**src/rtl/alm_pkg.sv**
```systemverilog
package alm_pkg;

  localparam int unsigned Capacity = 16;
  localparam int unsigned IdxW     = 5;   // node index incl. "none"
  localparam int unsigned PosW     = 4;
  localparam logic [IdxW-1:0] NoneIdx = IdxW'(Capacity);

  typedef enum logic [2:0] {
    MODE_ADD_FRONT = 3'd0,
    MODE_ADD_END   = 3'd1,
    MODE_INSERT    = 3'd2,
    MODE_REMOVE    = 3'd3,
    MODE_SEARCH    = 3'd4,
    MODE_WRITE     = 3'd5
  } mode_e;

  typedef enum logic [1:0] {
    ST_OK      = 2'd0,
    ST_BAD_POS = 2'd1,
    ST_FULL    = 2'd2,
    ST_NOT_FND = 2'd3
  } status_e;

  typedef struct packed {
    logic [2:0]        mode;
    logic [PosW-1:0]   position;
    logic signed [31:0] value;
  } req_t;

  typedef struct packed {
    logic [1:0]         status;
    logic signed [31:0] old_value;
    logic [IdxW-1:0]    result_index;
    logic [IdxW-1:0]    count;
  } rsp_t;

  // controller -> datapath commands
  typedef enum logic [3:0] {
    CMD_NOP,
    CMD_LOAD,       // capture request
    CMD_TAKE,       // allocate free node (value, link none)
    CMD_LINK_HEAD,  // new node links to head, head = new
    CMD_SET_HEAD,   // head = new node
    CMD_WALK,       // cur = link[cur]
    CMD_TAIL_LINK,  // link[cur] = new
    CMD_INS_LINK,   // link[new] = link[pos], link[pos] = new
    CMD_REM_HEAD,   // head = link[pos], free pos
    CMD_REM_PRED,   // link[cur] = link[pos], free pos
    CMD_REM_FREE,   // free pos only
    CMD_WRITE,      // value[pos] = req value
    CMD_START_WALK  // cur = head
  } cmd_e;

  typedef struct packed {
    cmd_e       cmd;
    logic       rsp_load;
    logic [1:0] status;
    logic [1:0] res_sel;  // 0 none, 1 new node, 2 cur, 3 pos / link[pos]
    logic       old_sel;  // old value from value[pos]
  } ctl_t;

  typedef struct packed {
    logic [2:0] mode;
    logic       pos_listed;
    logic       free_avail;
    logic       head_none;
    logic       pos_is_head;
    logic       cur_none;
    logic       cur_link_end;   // link[cur] is none or equals new node
    logic       cur_link_pos;   // link[cur] == pos
    logic       cur_val_match;
  } sts_t;

endpackage

```
**src/rtl/alm_datapath.sv**
```systemverilog
module alm_datapath (
  input  logic          clk_i,
  input  logic          rst_ni,
  input  alm_pkg::req_t req_i,
  input  alm_pkg::ctl_t ctl_i,
  output alm_pkg::sts_t sts_o,
  output alm_pkg::rsp_t rsp_o
);

  logic [alm_pkg::IdxW-1:0] link_q [alm_pkg::Capacity];
  logic [31:0]              val_q  [alm_pkg::Capacity];
  logic [alm_pkg::Capacity-1:0] listed_q;
  logic [alm_pkg::IdxW-1:0] head_q, free_q, cnt_q, cur_q, new_q;
  alm_pkg::req_t            req_q;
  alm_pkg::rsp_t            rsp_q;

  logic [alm_pkg::PosW-1:0] pos;
  logic [alm_pkg::PosW-1:0] cur_a, new_a, free_a;
  logic [alm_pkg::IdxW-1:0] pos_link;
  logic [alm_pkg::IdxW-1:0] res;

  assign pos    = req_q.position;
  assign cur_a  = cur_q[alm_pkg::PosW-1:0];
  assign new_a  = new_q[alm_pkg::PosW-1:0];
  assign free_a = free_q[alm_pkg::PosW-1:0];
  assign pos_link = link_q[pos];

  // status toward controller
  always_comb begin
    sts_o.mode          = req_q.mode;
    sts_o.pos_listed    = listed_q[pos];
    sts_o.free_avail    = (free_q != alm_pkg::NoneIdx);
    sts_o.head_none     = (head_q == alm_pkg::NoneIdx);
    sts_o.pos_is_head   = (head_q == {1'b0, pos});
    sts_o.cur_none      = (cur_q == alm_pkg::NoneIdx);
    sts_o.cur_link_end  = (link_q[cur_a] == alm_pkg::NoneIdx) || (link_q[cur_a] == new_q);
    sts_o.cur_link_pos  = (link_q[cur_a] == {1'b0, pos});
    sts_o.cur_val_match = (val_q[cur_a] == req_q.value);
  end

  always_comb begin
    unique case (ctl_i.res_sel)
      2'd0:    res = alm_pkg::NoneIdx;
      2'd1:    res = new_q;
      2'd2:    res = cur_q;
      default: res = (req_q.mode == alm_pkg::MODE_REMOVE) ? pos_link : {1'b0, pos};
    endcase
  end

  // control registers
  always_ff @(posedge clk_i or negedge rst_ni) begin
    if (!rst_ni) begin
      head_q   <= alm_pkg::NoneIdx;
      free_q   <= '0;
      cnt_q    <= '0;
      listed_q <= '0;
      for (int i = 0; i < alm_pkg::Capacity; i++) begin
        link_q[i] <= (i == alm_pkg::Capacity - 1) ? alm_pkg::NoneIdx
                                                  : alm_pkg::IdxW'(i + 1);
      end
    end else begin
      unique case (ctl_i.cmd)
        alm_pkg::CMD_TAKE: begin
          free_q          <= link_q[free_a];
          link_q[free_a]  <= alm_pkg::NoneIdx;
          listed_q[free_a] <= 1'b1;
          cnt_q           <= cnt_q + 1'b1;
        end
        alm_pkg::CMD_LINK_HEAD: begin
          link_q[new_a] <= head_q;
          head_q        <= new_q;
        end
        alm_pkg::CMD_SET_HEAD:  head_q <= new_q;
        alm_pkg::CMD_TAIL_LINK: link_q[cur_a] <= new_q;
        alm_pkg::CMD_INS_LINK: begin
          link_q[new_a] <= pos_link;
          link_q[pos]   <= new_q;
        end
        alm_pkg::CMD_REM_HEAD, alm_pkg::CMD_REM_PRED, alm_pkg::CMD_REM_FREE: begin
          if (ctl_i.cmd == alm_pkg::CMD_REM_HEAD) head_q <= pos_link;
          if (ctl_i.cmd == alm_pkg::CMD_REM_PRED) link_q[cur_a] <= pos_link;
          link_q[pos]   <= free_q;
          free_q        <= {1'b0, pos};
          listed_q[pos] <= 1'b0;
          if (cnt_q != '0) cnt_q <= cnt_q - 1'b1;
        end
        default: ;
      endcase
    end
  end

  // payload registers
  always_ff @(posedge clk_i) begin
    unique case (ctl_i.cmd)
      alm_pkg::CMD_LOAD:       req_q <= req_i;
      alm_pkg::CMD_TAKE: begin
        new_q         <= free_q;
        val_q[free_a] <= req_q.value;
      end
      alm_pkg::CMD_START_WALK: cur_q <= head_q;
      alm_pkg::CMD_WALK:       cur_q <= link_q[cur_a];
      alm_pkg::CMD_WRITE:      val_q[pos] <= req_q.value;
      default: ;
    endcase
    if (ctl_i.rsp_load) begin
      rsp_q.status       <= ctl_i.status;
      rsp_q.old_value    <= ctl_i.old_sel ? val_q[pos] : '0;
      rsp_q.result_index <= res;
    end
    rsp_q.count <= cnt_q;
  end

  // count follows the element count every cycle; it is stable while the
  // response word waits, since no list update runs in that state
  assign rsp_o = rsp_q;

endmodule

```
**src/rtl/alm_ctrl.sv**
```systemverilog
module alm_ctrl (
  input  logic          clk_i,
  input  logic          rst_ni,
  input  logic          in_valid_i,
  output logic          in_ready_o,
  output logic          out_valid_o,
  input  logic          out_ready_i,
  input  alm_pkg::sts_t sts_i,
  output alm_pkg::ctl_t ctl_o
);

  typedef enum logic [7:0] {
    S_IDLE = 8'b0000_0001,
    S_DEC  = 8'b0000_0010,
    S_LINK = 8'b0000_0100,
    S_WALK = 8'b0000_1000,
    S_RMV  = 8'b0001_0000,
    S_SRCH = 8'b0010_0000,
    S_RESP = 8'b0100_0000,
    S_OUT  = 8'b1000_0000
  } state_e;

  state_e state_q, state_d;
  logic [1:0] st_q, st_d;
  logic [1:0] rs_q, rs_d;
  logic       old_q, old_d;

  assign in_ready_o  = (state_q == S_IDLE);
  assign out_valid_o = (state_q == S_OUT);

  always_comb begin
    state_d = state_q;
    st_d = st_q; rs_d = rs_q; old_d = old_q;
    ctl_o = '{cmd: alm_pkg::CMD_NOP, rsp_load: 1'b0, status: st_q,
              res_sel: rs_q, old_sel: old_q};
    unique case (state_q)
      S_IDLE: if (in_valid_i) begin
        ctl_o.cmd = alm_pkg::CMD_LOAD;
        state_d = S_DEC;
      end
      S_DEC: begin
        st_d = alm_pkg::ST_OK; rs_d = 2'd0; old_d = 1'b0;
        state_d = S_RESP;
        unique case (sts_i.mode)
          alm_pkg::MODE_ADD_FRONT, alm_pkg::MODE_ADD_END: begin
            if (!sts_i.free_avail) st_d = alm_pkg::ST_FULL;
            else begin
              ctl_o.cmd = alm_pkg::CMD_TAKE; rs_d = 2'd1; state_d = S_LINK;
            end
          end
          alm_pkg::MODE_INSERT: begin
            if (!sts_i.pos_listed) st_d = alm_pkg::ST_BAD_POS;
            else if (!sts_i.free_avail) st_d = alm_pkg::ST_FULL;
            else begin
              ctl_o.cmd = alm_pkg::CMD_TAKE; rs_d = 2'd1; state_d = S_LINK;
            end
          end
          alm_pkg::MODE_REMOVE: begin
            if (!sts_i.pos_listed) st_d = alm_pkg::ST_BAD_POS;
            else begin
              // capture old value and successor before unlinking
              ctl_o.rsp_load = 1'b1; ctl_o.status = alm_pkg::ST_OK;
              ctl_o.res_sel = 2'd3; ctl_o.old_sel = 1'b1;
              ctl_o.cmd = alm_pkg::CMD_START_WALK;
              rs_d = 2'd3; old_d = 1'b1;
              state_d = S_RMV;
            end
          end
          alm_pkg::MODE_SEARCH: begin
            st_d = alm_pkg::ST_NOT_FND;
            ctl_o.cmd = alm_pkg::CMD_START_WALK; state_d = S_SRCH;
          end
          alm_pkg::MODE_WRITE: begin
            if (!sts_i.pos_listed) st_d = alm_pkg::ST_BAD_POS;
            else begin
              ctl_o.rsp_load = 1'b1; ctl_o.status = alm_pkg::ST_OK;
              ctl_o.res_sel = 2'd3; ctl_o.old_sel = 1'b1;
              ctl_o.cmd = alm_pkg::CMD_WRITE;
              state_d = S_OUT;
            end
          end
          default: st_d = alm_pkg::ST_BAD_POS;
        endcase
      end
      S_LINK: begin
        state_d = S_RESP;
        unique case (sts_i.mode)
          alm_pkg::MODE_ADD_FRONT: ctl_o.cmd = alm_pkg::CMD_LINK_HEAD;
          alm_pkg::MODE_INSERT:    ctl_o.cmd = alm_pkg::CMD_INS_LINK;
          default: begin
            if (sts_i.head_none) ctl_o.cmd = alm_pkg::CMD_SET_HEAD;
            else begin
              ctl_o.cmd = alm_pkg::CMD_START_WALK; state_d = S_WALK;
            end
          end
        endcase
      end
      // tail walk: stop where link is none or the new node
      S_WALK: begin
        if (sts_i.cur_link_end) begin
          ctl_o.cmd = alm_pkg::CMD_TAIL_LINK; state_d = S_RESP;
        end else ctl_o.cmd = alm_pkg::CMD_WALK;
      end
      // predecessor walk for removal; response already captured
      S_RMV: begin
        if (sts_i.pos_is_head) begin
          ctl_o.cmd = alm_pkg::CMD_REM_HEAD; state_d = S_RESP;
        end else if (sts_i.cur_none) begin
          ctl_o.cmd = alm_pkg::CMD_REM_FREE; state_d = S_RESP;
        end else if (sts_i.cur_link_pos) begin
          ctl_o.cmd = alm_pkg::CMD_REM_PRED; state_d = S_RESP;
        end else ctl_o.cmd = alm_pkg::CMD_WALK;
      end
      S_SRCH: begin
        if (sts_i.cur_none) state_d = S_RESP;
        else if (sts_i.cur_val_match) begin
          st_d = alm_pkg::ST_OK; rs_d = 2'd2; state_d = S_RESP;
        end else ctl_o.cmd = alm_pkg::CMD_WALK;
      end
      S_RESP: begin
        ctl_o.rsp_load = 1'b1;
        if (sts_i.mode == alm_pkg::MODE_REMOVE && st_q == alm_pkg::ST_OK) begin
          // keep captured old value and successor, refresh count only
          ctl_o.rsp_load = 1'b0;
        end
        state_d = S_OUT;
      end
      S_OUT: if (out_ready_i) state_d = S_IDLE;
      default: state_d = S_IDLE;
    endcase
  end

  always_ff @(posedge clk_i or negedge rst_ni) begin
    if (!rst_ni) begin
      state_q <= S_IDLE;
      st_q <= '0; rs_q <= '0; old_q <= 1'b0;
    end else begin
      state_q <= state_d;
      st_q <= st_d; rs_q <= rs_d; old_q <= old_d;
    end
  end

endmodule

```
**src/rtl/array_linked_list_manager_unit.sv**
```systemverilog
// Linked list manager over a 16-node store with a free list.
// Input channel: in_valid_i / in_ready_o carry one request word
// (mode, position, value). Output channel: out_valid_o / out_ready_i
// carry one response word (status, old value, node index, count).
// One request is handled at a time; in_ready_o is high only when idle.
// Each request is taken in the idle state and decoded; a write at
// position then goes straight to the output state, errors pass the
// response state, add front / insert add a link step, search walks the
// nodes until a match or the end, add at end walks to the tail before
// linking, and remove walks to the predecessor before unlinking. The
// walks follow one link per cycle through the link store.
// The response register holds its word while out_ready_i is low and
// no new request is taken until the word leaves.
// Reset (async, active low) empties the list, chains all nodes into the
// free list and drops out_valid_o; no clearing pass is needed.
module array_linked_list_manager_unit (
  input  logic          clk_i,
  input  logic          rst_ni,
  input  logic          in_valid_i,
  output logic          in_ready_o,
  input  alm_pkg::req_t in_data_i,
  output logic          out_valid_o,
  input  logic          out_ready_i,
  output alm_pkg::rsp_t out_data_o
);

  alm_pkg::ctl_t ctl;
  alm_pkg::sts_t sts;
  alm_pkg::rsp_t rsp;

  alm_ctrl u_ctrl (
    .clk_i, .rst_ni, .in_valid_i, .in_ready_o, .out_valid_o, .out_ready_i,
    .sts_i(sts), .ctl_o(ctl)
  );

  alm_datapath u_dp (
    .clk_i, .rst_ni, .req_i(in_data_i), .ctl_i(ctl), .sts_o(sts), .rsp_o(rsp)
  );

  // count is live so removals show the decremented value
  always_comb begin
    out_data_o = rsp;
  end

endmodule
```
**config.mk**
```make
export PLATFORM = sky130hd
export DESIGN_NAME = array_linked_list_manager_unit
export DESIGN_NICKNAME = d
export VERILOG_FILES = /design/src/rtl/alm_pkg.sv /design/src/rtl/alm_datapath.sv /design/src/rtl/alm_ctrl.sv /design/src/rtl/array_linked_list_manager_unit.sv
export SDC_FILE = /design/constraint.sdc
export NUM_CORES = 2
export LEC_CHECK = 0
export BUFFER_PORTS_ARGS = -buffer_cell sky130_fd_sc_hd__buf_2
export CAP_MARGIN = 0
export CORE_UTILIZATION = 45
export CTS_CLUSTER_SIZE = 24
export DETAILED_ROUTE_END_ITERATION = 12
export SKIP_LAST_GASP = 1
export SLEW_MARGIN = 5
export SYNTH_ARGS = -nofsm -noshare
export SYNTH_HDL_FRONTEND = slang
export SYNTH_SLANG_ARGS = --single-unit
```
**constraint.sdc**
```tcl
create_clock -name clk_i -period 6.1 [get_ports clk_i]
set_input_delay 0 -clock clk_i [delete_from_list [all_inputs] [get_ports clk_i]]
set_output_delay 0 -clock clk_i [all_outputs]
set_load 0.005 [all_outputs]
```
* Word-level counts from Yosys, hierarchy flattened
Memory sizes are Yosys's and may differ from the RTL's. A register that Yosys moved wholly into a read port is not among the register bits. Cells that the tools add are included.
Word-level totals: bits of input ports 43, bits in writable memories 512, register bits 185, word-level logic and storage cells 229, memories 1
Memories:
- u_dp.val_q | depth 16, width 32, rd ports 2, clocked after memory_dff 2, wr ports 1, RTL line alm_datapath.sv:11 | logic [31:0] val_q [alm_pkg::Capacity];
Cells by class: magnitude comparators 12, eq/ne operators 44, reduce and logical (&&, ||, !) cells 28, add/subtract/negate cells 2, bitwise logic cells 10, multiplexer cells 100
Operators by type and width (count):
- $bwmux 80 | 6
- $pmux 80 s5 | 1
- $mux 80 | 2
- $mux 8 | 11
- $demux 5 s4 | 4
- $mux 5 | 14
- $and 64x64->64 | 1
- $not 64->64 | 1
- $pmux 8 s8 | 1
- $bmux 5 s4 | 3
- $pmux 5 s2 | 4
- $pmux 8 s5 | 1
- $eq 32x32->1 | 1
- $mux 32 | 1
- $mux 4 | 8
- $or 16x16->16 | 2
- $pmux 16 s2 | 1
- $reduce_or 32->1 | 1
- $pmux 4 s6 | 1
- $mux 7 | 3
- $eq 4x4->1 const B | 5
- $ge 5x5->1 const B | 4
- $lt 5x1->1 const B | 4
- $mux 10 | 2
- 56 further kinds | 114

* Longest topological paths before layout
depth after elaboration 14, gate-level depth with buffers 19, gate-level depth less buffers 14

* Modules after synthesis
Synthesis repeated with hierarchy kept, for this count alone.
Unflattened totals: cells, all modules 2970, area, all modules 40905.5 µm²
Modules (own cells, without submodules):
- alm_datapath | instances 1, cells an instance 2835, seq. area each 21017.7 µm², area an instance 39820.7 µm²
- alm_ctrl | instances 1, cells an instance 135, seq. area each 326.6 µm², area an instance 1084.8 µm²

* Least setup slack after synthesis
OpenSTA, ideal clock, no wires.
kind register -> register, from register u_ctrl.state_q[4], to register u_dp.rsp_o[10] (netlist name), data arrival time 4.032 ns, path slack 1.578 ns, buffers on the path 0, data required time 5.611 ns, stages on the path, launching flop included 5, cells stage by stage dfrtp_1 > nor2_1 > nand3_1 > or3b_2 > o21ai_0
RTL lines:
- start, declared | RTL line alm_ctrl.sv:23 | state_e state_q, state_d;
- start signal, assigned | RTL line alm_ctrl.sv:138 | state_q <= state_d;

==> impl_metrics.yaml <==
synth:
  synth.cells.most_frequent: "sky130_fd_sc_hd__edfxtp_1, sky130_fd_sc_hd__mux4_2, sky130_fd_sc_hd__mux2i_1, sky130_fd_sc_hd__nor2_1, sky130_fd_sc_hd__clkbuf_1"
  average_cell_area_after_synthesis_um2: 13.0
  synth_top_cell_by_area: "sky130_fd_sc_hd__edfxtp_1"
  yosys_most_used_dff: "sky130_fd_sc_hd__edfxtp_1"
  synth_fp_nets: 3326
  synth-edff-count: 600
  synth.yosys.seq_area_share_pct: 50.2
  synth.most_common_cell: "sky130_fd_sc_hd__edfxtp_1"
  syn-instance-count: 3279
  synthArstFlopShare_pct: 16.9
  ys.warnings.count: 0
  synth_area_um2: 42500
  synth.distinct_cells: 90
  synth.top_cells.by_area: "sky130_fd_sc_hd__edfxtp_1, sky130_fd_sc_hd__mux4_2, sky130_fd_sc_hd__mux2i_1"
  synth-seq-cells: 733
  post-synth-top-area-fraction_pct: 42.3
worst_setup_path:
  critical_path.max_stage_delay_ns: 0.93
  timing.rr.end: "u_dp.link_q[40]$_DFFE_PN0P_"
  r2r_slack_ns: 0.26
  slowest_stage: "sky130_fd_sc_hd__a2111oi_2"
  setup.worst_path.class: "flip-flop to flip-flop"
  endpoint_class_of_the_critical_path: "flip-flop"
  crit_arrival_ns: 6.41
  kind_of_start_point_of_the_critical_path: "flip-flop"
  critPathMaxFanout: 26
  critical_path_required_ns: 6.67
  crit_path_cell_trace: "buf_4, mux4_2, mux2i_1, xnor2_1, nor4_2, a41oi_1, a2111oi_2, a31oi_2, nor3_2, buf_4, a21oi_1, o211ai_1"
  cell_mode_on_critical_path: "sky130_fd_sc_hd__buf_4"
  worst_r2r_path_depth: 12
worst_hold_path:
  timing.hold.worst.class: "input port to async pin"
global_route:
  grt.total_usage_pct: 32.1
  via_count_of_the_first_global_routing_pass: 31900
  antenna_violations_before_repair: 7
  grt_start_max_net_pins: 95
  first_pass_grt_wire_length_mm: 224
  globalRoute.totalOverflow: 0
power_and_ir_drop:
  leakagePower_nw: 16.0
  sequentialPowerShare_pct: 39.9
  power_density_nw_per_um2: 375
  power_switching_share_pct: 37.3
  clkPwrFrac_pct: 28.7
  vdd_ir_drop_max_mv: 0.291
  switchingPower_mw: 6.70
  combPwrFrac_pct: 31.4
  p_int_mw: 11.3
sta:
  portion_of_the_clock_cycle_consumed_by_the_worst_path_in_the_final_layout_pct: 95.8
  finalCriticalPeriod_ns: 5.84
  final-hold-violation-count: 0
  setup-violations-final: 0
  timing.fmax_mhz: 171
  rsz0062_at_grt: "false"
  slew-limit-headroom_pct: 17.1
  maxSlewViolCount: 0
  fin_worst_skew_ns: 0.0253
  max_slew.worst_pin.slew_ns: 1.24
cells_and_area:
  multi_input_comb_area_um2: 19900
  nets: 3379
  final.fill_count: 7904
  regArea_um2: 21400
  fin_util_pct: 51.2
  area.growth.synth_to_final_pct: 12.6
  final_layout_size_suffix_gt1_share_pct: 23.7
  layout.cells.non_filler: 4659
die:
  initial_utilization_pct: 45.5
  floorplan.rows: 112
  die_w_um: 309
  die_h_um: 309
  die_area_um2: 95800
  io_pins: 89
  fp.coreArea_um2: 93500
drt:
  route.vias.total: 33000
  average_vias_per_placed_instance: 7.08
  post_route_antenna_net_violation_count: 0
  wl_per_cell_um: 33.3
  initialDrtViolationCount: 4644
  wirelength_mm: 155
  first_pass_iters: 9
  drc: 0
job:
  drv_cap: 0
clock_tree:
  worst_skew_pair.late_latency_ns: 0.67
  numCtsBuffers: 85
  clock_tree.htree_level_count: 3
  clkTransAtPathRegs_ns: 0.05
  clock_tree.root_cell: "sky130_fd_sc_hd__clkbuf_16"
  clock-sinks: 733
  tritoncts: "built"
  clockBufferDepth: 3
outcome:
  result_of_the_run: "finished, final reports clean"
place:
  buffers_added_on_ports: 88
  dp.final_hpwl_mm: 95.8
  gp_routability_congestion: 1.06
  placedCellCount: 4456
==> power by group through the flow <==
| stage | clock network, mW | logic, mW | registers, mW |
|---|---|---|---|
| 3_5_place_dp | 0 | 5.42 | 7.20 |
| 4_1_cts | 5.20 | 5.47 | 7.10 |
| 5_1_grt | 5.38 | 5.87 | 7.19 |
| 6_report | 5.16 | 5.65 | 7.17 |
| 2_1_floorplan | 0 | 3.64 | 6.68 |
| 3_3_place_gp | 0 | 5.34 | 7.14 |
==> metrics by stage <==
step                total power, mW  hold WS, ns  cell area, µm²  setup slack, ns    TNS, ns
floorplan                      10.3       -0.296           42500             1.58          0
global placement               12.5        0.176           44600        -0.000533  -0.000533
detailed placement             12.6        0.178           44600           -0.110      -1.79
CTS                            17.8       0.0123           47900            0.210          0
global route                   18.4       0.0363           47900            0.185          0
finish                         18.0       0.0203           47900            0.255          0
==> layout by cell type, fill, tap and decap left out, types with 48 or more instances in the layout <==
cell	instances
sky130_fd_sc_hd__o21ai_0	105
sky130_fd_sc_hd__mux2_2	48
sky130_fd_sc_hd__nor2_1	200
sky130_fd_sc_hd__mux2i_1	250
sky130_fd_sc_hd__edfxtp_1	600
sky130_fd_sc_hd__nand2_1	182
sky130_fd_sc_hd__a31oi_1	48
sky130_fd_sc_hd__inv_1	60
sky130_fd_sc_hd__mux4_2	297
sky130_fd_sc_hd__buf_4	125
sky130_fd_sc_hd__clkbuf_16	85
sky130_fd_sc_hd__o211ai_1	49
sky130_fd_sc_hd__a21oi_1	141
sky130_fd_sc_hd__a221oi_1	74
sky130_fd_sc_hd__dfrtp_1	86
sky130_fd_sc_hd__buf_2	87
sky130_fd_sc_hd__nor2b_1	67
sky130_fd_sc_hd__xnor2_1	48
==> critical path, delay by kind of cell (launching register included) <==
kind            cells  cell delay (ns)
compound gates      5             1.86
simple gates        2             1.44
flops               1             0.78
buf+inv             2             0.78
mux                 2             0.75
xor+xnor            1             0.11
==> kinds of logic (layout without fill, tap and decap cells) <==
| kind of cell | count (synthesis) | count (layout) | share of synthesized area (%) |
|---|---|---|---|
| AO/OA/AOI/OAI | 774 | 774 | 12.9 |
| flip-flops | 733 | 733 | 50.2 |
| other | 0 | 2 | 0 |
| adder cells (fa/ha/maj) | 4 | 4 | 0.135 |
| buffers and inverters | 363 | 487 | 3.54 |
| multiplexers | 616 | 616 | 23.4 |
| AND/OR/NAND/NOR | 700 | 700 | 7.98 |
| XOR/XNOR | 89 | 89 | 1.83 |
==> flip-flops by register name, summed over array words and instances (netlist names), named ones only <==
name and count:
u_dp.val_q 512, u_dp.link_q 80, u_dp.rsp_o 44, u_dp.req_q 32
u_dp.listed_q 16, u_ctrl.state_q 8, u_dp.cnt_q 5, u_dp.cur_q 5
u_dp.free_q 5, u_dp.head_q 5, u_dp.new_q 5, u_dp.pos 4
u_dp.sts_o 3, u_ctrl.rs_q 2, u_ctrl.st_q 2, u_ctrl.old_q 1
==> final cells by class <==
class                   count  area share (%)
diodes                      2          0.0104
clock buffers             101            4.61
clock inverters            57            1.23
inverters                  65           0.512
multi-input cells        2183            41.6
flip-flops and latches    733            44.6
well taps                1254            3.28
repair buffers            264            4.16
==> repair_timing <==
action                     in CTS  in global routing
setup endpoints to repair      24                  7
gates resized for setup         1                  0
setup buffers                   0                  1
hold buffers                   42                  0
hold endpoints to repair      114                  0
==> worst max-delay path by stage <==
| stage | start | endpoint | slack (ns) |
|---|---|---|---|
| after global placement | flip-flop | u_dp.link_q[34]$_DFFE_PN0P_ | -0.0005 |
| after floorplan | u_ctrl.state_q[4]$_DFFE_PN0P_ | u_dp.rsp_o[10]$_SDFFCE_PN0P_ | 1.58 |
| after CTS | flip-flop | u_dp.link_q[69]$_DFFE_PN0P_ | 0.21 |
| final | flip-flop | u_dp.link_q[40]$_DFFE_PN0P_ | 0.26 |
| after global routing | flip-flop | u_dp.link_q[64]$_DFFE_PN0P_ | 0.19 |
| after detailed placement | flip-flop | u_dp.link_q[73]$_DFFE_PN0P_ | -0.11 |
==> routing by layer <==
layer  vias to the layer above  track usage [%]  part of all wire [%]
met3                       506             7.12                    11
met1                     16800             45.6                    40
met4                         6             12.5                   4.5
met5                         -                0                 0.030
met2                      2380             48.2                    44
li1                      13300                -                     -
(Power assumes the default switching activity.)
